[src/rtl/lsqe_pkg.sv]
// ----------------------------------------------------------------------------
// lsqe_pkg
// Shared types and constants of the line strip quad expander.
// ----------------------------------------------------------------------------
`default_nettype none
package lsqe_pkg;
   localparam int unsigned CoordWidth = 32;
   localparam int unsigned HalfWidth  = 31;
   localparam int unsigned NumRegs    = 4;
   localparam int unsigned RegIdxWidth = 2;

   localparam logic [RegIdxWidth-1:0] REG_CAMERA_X   = 2'd0;
   localparam logic [RegIdxWidth-1:0] REG_CAMERA_Y   = 2'd1;
   localparam logic [RegIdxWidth-1:0] REG_CAMERA_Z   = 2'd2;
   localparam logic [RegIdxWidth-1:0] REG_HALF_WIDTH = 2'd3;

   localparam logic [HalfWidth-1:0] HALF_WIDTH_RESET = 31'd65536;

   typedef struct packed {
      logic                         first_point;
      logic signed [CoordWidth-1:0] point_x;
      logic signed [CoordWidth-1:0] point_y;
      logic signed [CoordWidth-1:0] point_z;
      logic [CoordWidth-1:0]        point_color;
   } req_type;

   typedef struct packed {
      logic signed [CoordWidth-1:0] vertex_x;
      logic signed [CoordWidth-1:0] vertex_y;
      logic signed [CoordWidth-1:0] vertex_z;
      logic [CoordWidth-1:0]        vertex_color;
      logic                         tex_u;
      logic                         tex_v;
      logic                         last_vertex;
   } rsp_type;

   typedef struct packed {
      logic [RegIdxWidth-1:0] index;
      logic [CoordWidth-1:0]  data;
   } csr_type;

   typedef enum logic [3:0] {
      ST_IDLE,
      ST_SHRINK,
      ST_CROSS,
      ST_NORM,
      ST_SQ,
      ST_SQRT,
      ST_DIV,
      ST_EMIT
   } state_type;
endpackage
`default_nettype wire

[src/rtl/lsqe_div.sv]
// ----------------------------------------------------------------------------
// lsqe_div
// Bit-serial restoring divider, one quotient bit per cycle.
// ----------------------------------------------------------------------------
`default_nettype none
module lsqe_div (
   input  wire logic        clock,
   input  wire logic        reset,
   input  wire logic        start,
   input  wire logic [63:0] dividend,
   input  wire logic [31:0] divisor,
   output logic             done,
   output logic [63:0]      quotient
);
   import lsqe_pkg::*;
   logic [63:0] quo_ff, quo_in;
   logic [32:0] rem_ff, rem_in;
   logic [31:0] dsr_ff, dsr_in;
   logic [6:0]  cnt_ff, cnt_in;
   logic        busy_ff, busy_in;
   logic [32:0] trial;

   always_comb begin
      quo_in  = quo_ff;
      rem_in  = rem_ff;
      dsr_in  = dsr_ff;
      cnt_in  = cnt_ff;
      busy_in = busy_ff;
      trial   = {rem_ff[31:0], quo_ff[63]};
      if (start) begin
         quo_in  = dividend;
         rem_in  = '0;
         dsr_in  = divisor;
         cnt_in  = 7'd64;
         busy_in = 1'b1;
      end else if (busy_ff) begin
         // shift in next dividend bit and try a subtract
         if (trial >= {1'b0, dsr_ff}) begin
            rem_in = trial - {1'b0, dsr_ff};
            quo_in = {quo_ff[62:0], 1'b1};
         end else begin
            rem_in = trial;
            quo_in = {quo_ff[62:0], 1'b0};
         end
         cnt_in = cnt_ff - 7'd1;
         if (cnt_ff == 7'd1) busy_in = 1'b0;
      end
   end

   always_ff @(posedge clock) begin
      if (reset) begin
         busy_ff <= 1'b0;
         cnt_ff  <= '0;
      end else begin
         busy_ff <= busy_in;
         cnt_ff  <= cnt_in;
      end
      quo_ff <= quo_in;
      rem_ff <= rem_in;
      dsr_ff <= dsr_in;
   end

   assign done     = busy_ff && (cnt_ff == 7'd1);
   assign quotient = {quo_ff[62:0], (trial >= {1'b0, dsr_ff})};
endmodule
`default_nettype wire

[config.mk]
export PLATFORM = sky130hd
export DESIGN_NAME = lsqe_div
export DESIGN_NICKNAME = d
export VERILOG_FILES = /design/src/rtl/lsqe_pkg.sv /design/src/rtl/lsqe_div.sv
export SDC_FILE = /design/constraint.sdc
export NUM_CORES = 1
export LEC_CHECK = 0
export BUFFER_PORTS_ARGS = -buffer_cell sky130_fd_sc_hd__buf_4
export CORE_UTILIZATION = 60
export DETAILED_ROUTE_END_ITERATION = 10
export GPL_ROUTABILITY_DRIVEN = 0
export GPL_TIMING_DRIVEN = 0
export PLACE_DENSITY = 0.86
export RECOVER_POWER = 100
export SYNTH_ARGS = -nofsm -noshare
export SYNTH_HDL_FRONTEND = slang
export SYNTH_SLANG_ARGS = --single-unit
[constraint.sdc]
create_clock -name clock -period 4.9 [get_ports clock]
set_input_delay 0.98 -clock clock [delete_from_list [all_inputs] [get_ports clock]]
set_output_delay 0.98 -clock clock [all_outputs]
set_load 0.005 [all_outputs]
### Word-level counts from Yosys, hierarchy flattened

Cells that the tools add are included.

| word-level totals | value |
|---|---|
| output and inout bits | 65 |
| register bits after elaboration | 136 |
| bits of input ports | 99 |

| operators by class | value |
|---|---|
| $add $sub $neg | 2 |
| reduce and logical (&&, ||, !) cells | 3 |
| $lt $le $gt $ge | 1 |
| eq/ne operators | 1 |
| multiplexer cells | 9 |

Operators by type and width:

| operator | number |
|---|---|
| two-way mux 64 bit | 2 |
| >= comparator 33 x 32 -> 1 bit | 1 |
| two-way mux 32 bit | 1 |
| subtractor 32 bit | 1 |
| two-way mux 7 bit | 2 |
| equality test 7 x 1 -> 1 bit (second input constant) | 1 |
| subtractor 7 x 1 -> 7 bit (second input constant) | 1 |
| two-way mux 1 bit | 4 |
| nonzero test 2 bit | 1 |
| OR reduction 2 bit | 1 |
| logical AND 1 bit | 1 |

### Logic depth before layout (Yosys ltp)

| logic depth | value |
|---|---|
| depth in word-level cells | 4 |
| mapped depth | 14 |
| mapped depth without buffers | 12 |

### Worst setup path before layout

Ideal clock, no wire load.

| timing | value |
|---|---|
| kind | input-to-reg |
| start point | in start |
| end point | reg quo_ff[0] (enable) |
| arrival time | 2.841 ns |
| slack | 1.367 ns |
| setup time | 0.692 ns |
| stages | 5 |
| buffers on the path | 3 |
| cells stage by stage | clkbuf_1 -> inv_1 -> clkbuf_1 -> clkbuf_1 -> nand2_1 |

| between the ends | value |
|---|---|
| word-level cells in the longest chain between the ends | 1 |

Ends and longest elaborated chain:

| what | RTL line | text |
|---|---|---|
| from (decl) | lsqe_div.sv:9 | `input wire logic start,` |
| nonzero test 2 bit (no line) | n/a |  |
| to (signal assigned) | lsqe_div.sv:58 | `quo_ff <= quo_in;` |
| to (decl) | lsqe_div.sv:16 | `logic [63:0] quo_ff, quo_in;` |

No other way between the ends.
A chain may end at the register's enable or synchronous reset.

### Final worst setup path

| timing | value |
|---|---|
| start point | in start |
| end point | reg quo_ff[31] (enable) |

The elaborated chain is that of the path after synthesis.

==> results.cfg <==
[outcome]
run_status = completed

[cells_and_area]
antenna_cells_inserted = 0
nets = 1041
area_growth_syn_to_layout_pct = 26.5
fillers = 762
layout-drive-gt1-share_pct = 35.2
layout.cell_area.non_filler_um2 = 9880

[timing]
tightestPinTransition_ns = 1.42
max_clock_skew_ns = 0.00752
max-slew-margin-rel_pct = 4.95
fin_crit_sh_pct = 90.5
achievable-frequency_ghz = 0.225
setup_viol = 0
final_max_slew_viol_count = 0
setup_repair_after_global_routing_missed_its_margin = no
fin_crit_ns = 4.44
tns_ns = 0
hold_viol = 0

[power]
p_leak_nw = 4.36
p_int_w = 0.00274
ir_drop_mv = 0.274
power_switching_share_pct = 26.4
netSwitchingPower_w = 0.000981
sequentialPowerShare_pct = 38.4
cellPowerDensity_nw_per_um2 = 376
clockPowerShare_pct = 38.6
comb_power_share_pct = 23.0

[logic_synthesis]
synth-warning-count = 0
postSynthNetCount = 858
synth_cell_types = 60
synth_area_leaders = edfxtp_1, dfxtp_1, mux2_2
netlist.area_leader.share_pct = 36.9
ys_ff_latch = 136
synthDominantAreaCellType = edfxtp_1
synth.cell_area_um2 = 7810
post_synthesis_instance_total = 724
postSynth.asyncResetShare_pct = 0
synth-edff-count = 96
syn_avg_cell_area_um2 = 10.8
synth.yosys.seq_area_share_pct = 47.1
synth_top_flop_cell = edfxtp_1

[worst_setup_path]
worst_setup_path_end_kind = flop
critical_path_required_ns = 4.95
r2r_cells = 13
critical_path.max_fanout = 35
timing.critical_path.from_type = primary input
critPathKind = in -> reg
critical_path_arrival_ns = 4.49

[detailed_routing]
viasPerCell = 5.74
drt_first_iter_violations = 418
wire_per_inst_um = 18.0
detailroute.via_count = 6263
drc = 0
detailed_routing_iterations_pass_1 = 5
drtAntennaViolNets = 0
routed_wirelength_mm = 19.7

[clock_network]
ctsRootBufferMaster = clkbuf_16
cts_tree = built
htreeDepth = 4
worstSkewPairLatency_ns = 0.43
cts_sinks = 136
cts_post_setup_buffers_inserted = 0
cts_inserted_buffers = 17
cts-resized-gates = 0
longest_clk_path_bufs = 2
cts_hold_repair.buffers = 0
clk_transition_reported_paths_ns = 0.05

[floorplan]
placeableCoreArea_um2 = 12700
die_w_um = 116
die-height_um = 116
row_count = 41
ios = 164
start_util_pct = 61.7
die_area_um2 = 13500

[global_routing]
grt_antenna_before_repair = 0
global_route.usage.total_pct = 29.6
grt_pass1_wl_mm = 30.0
grt_pass1_vias = 6169
largest_net_degree_at_the_start_of_global_routing = 36
remaining_global_route_overflow = 0

[place]
post-dp-hpwl_mm = 13.9
placed_cell_area_um2 = 9280
buffer_ports.inserted = 163

[hold_path]
hold_path_depth = 2
hold_class = reg -> reg

[job]
cap_viol_max_count = 0
-- cells in the mapped netlist (all sizes together) (26+ instances only) --
cell type  count
buf           70
clkbuf        29
edfxtp        96
dfxtp         40
nor2          51
nand2         40
ha            34
mux2          63
inv           49
a211oi        26
a21oi         39
-- metal layers --
| metal | track usage, % | vias to the layer above | routed length [µm] |
|---|---|---|---|
| met4 | 15.0 | 0 | 653 |
| met5 | 0 | - | 0 |
| li1 | - | 2918 | - |
| met3 | 6.02 | 60 | 1420 |
| met2 | 51.4 | 325 | 9770 |
| met1 | 34.9 | 2960 | 7820 |
-- area by class of cell --
class                           instances  area [µm²]  area share, %
Timing Repair Buffer                  164        1220           12.4
Multi-Input combinational cell        440        3300           33.4
Inverter                               49         184           1.86
Clock buffer                           19         433           4.38
Buffer                                 99         619           6.27
Clock inverter                         13         226           2.29
Tap cell                              172         215           2.18
Sequential cell                       136        3680           37.3
-- cell usage in the layout (no fill, tap or decap), types with 5 or more instances in the layout --
cell type / Yosys / layout
xnor2_1: 17 / 17
xor2_1: 16 / 16
bufinv_16: 0 / 6
clkbuf_4: 0 / 95
nor4_1: 5 / 5
a21oi_1: 38 / 39
nor3_1: 5 / 5
dfxtp_1: 40 / 40
clkbuf_16: 0 / 17
mux2_2: 63 / 59
nor2_1: 51 / 51
ha_1: 34 / 34
nand2_1: 40 / 40
o21ai_0: 16 / 21
mux2i_1: 25 / 25
edfxtp_1: 96 / 96
inv_1: 49 / 49
nand3_1: 8 / 8
a211oi_1: 25 / 25
and3_1: 6 / 6
a21o_1: 11 / 11
a31oi_1: 7 / 7
buf_4: 66 / 131
nand4_1: 8 / 8
clkbuf_1: 29 / 36
-- per-stage QoR --
stage	total power, W	cells	utilization [%]	hold slack [ns]	setup slack (ns)
final	0.00372	1092	78.0	0.505	0.464
after global routing	0.00386	1092	78.0	0.535	0.224
after CTS	0.00373	1092	78.4	0.507	0.694
after detailed placement	0.00229	1060	73.2	0.498	0.970
after global placement	0.00225	1059	73.0	0.484	-0.0347
after floorplan	0.00200	724	-	0.469	1.37
-- logic make-up after synthesis --
kind of cell / after synthesis / synth area share, %
buffers and inverters: 148 / 10.5
multiplexers: 88 / 12.3
adder cells (fa/ha/maj): 35 / 5.70
AO/OA/AOI/OAI: 143 / 12.3
flip-flops: 136 / 47.1
XOR/XNOR: 33 / 3.70
AND/OR/NAND/NOR: 141 / 8.39
-- final timing paths --
check	startpoint	slack [ns]	end
max	start	0.46	quo_ff[31]$_DFFE_PP_
min	rem_ff[13]$_SDFFE_PP0P_	0.51	rem_ff[13]$_SDFFE_PP0P_
max reg2reg	dsr_ff[6]$_DFFE_PP_	1.12	rem_ff[12]$_SDFFE_PP0P_
min reg2reg	rem_ff[13]$_SDFFE_PP0P_	0.51	rem_ff[13]$_SDFFE_PP0P_
-- worst max-delay path, cell delays in order --
cell and delay [ns]:
buf_4 0.37, clkbuf_1 0.43, inv_1 0.11, clkbuf_1 0.26, clkbuf_1 0.37, nand2_1 1.13, clkbuf_2 0.81
-- registers in the layout, indices dropped and copies added (netlist names) --
| signal | cells |
|---|---|
| quo_ff | 64 |
| dsr_ff | 32 |
| rem_ff | 32 |
| cnt_ff | 7 |
| busy_ff | 1 |
-- power groups by stage --
stage	sequential [W]	combinational [W]	clock (W)
4_1_cts	0.00143	0.000863	0.00144
3_5_place_dp	0.00145	0.000847	0
5_1_grt	0.00144	0.000929	0.00149
6_report	0.00143	0.000854	0.00144
3_3_place_gp	0.00144	0.000816	0
2_1_floorplan	0.00143	0.000570	0
Note: power is estimated with default switching activity, not from simulation.
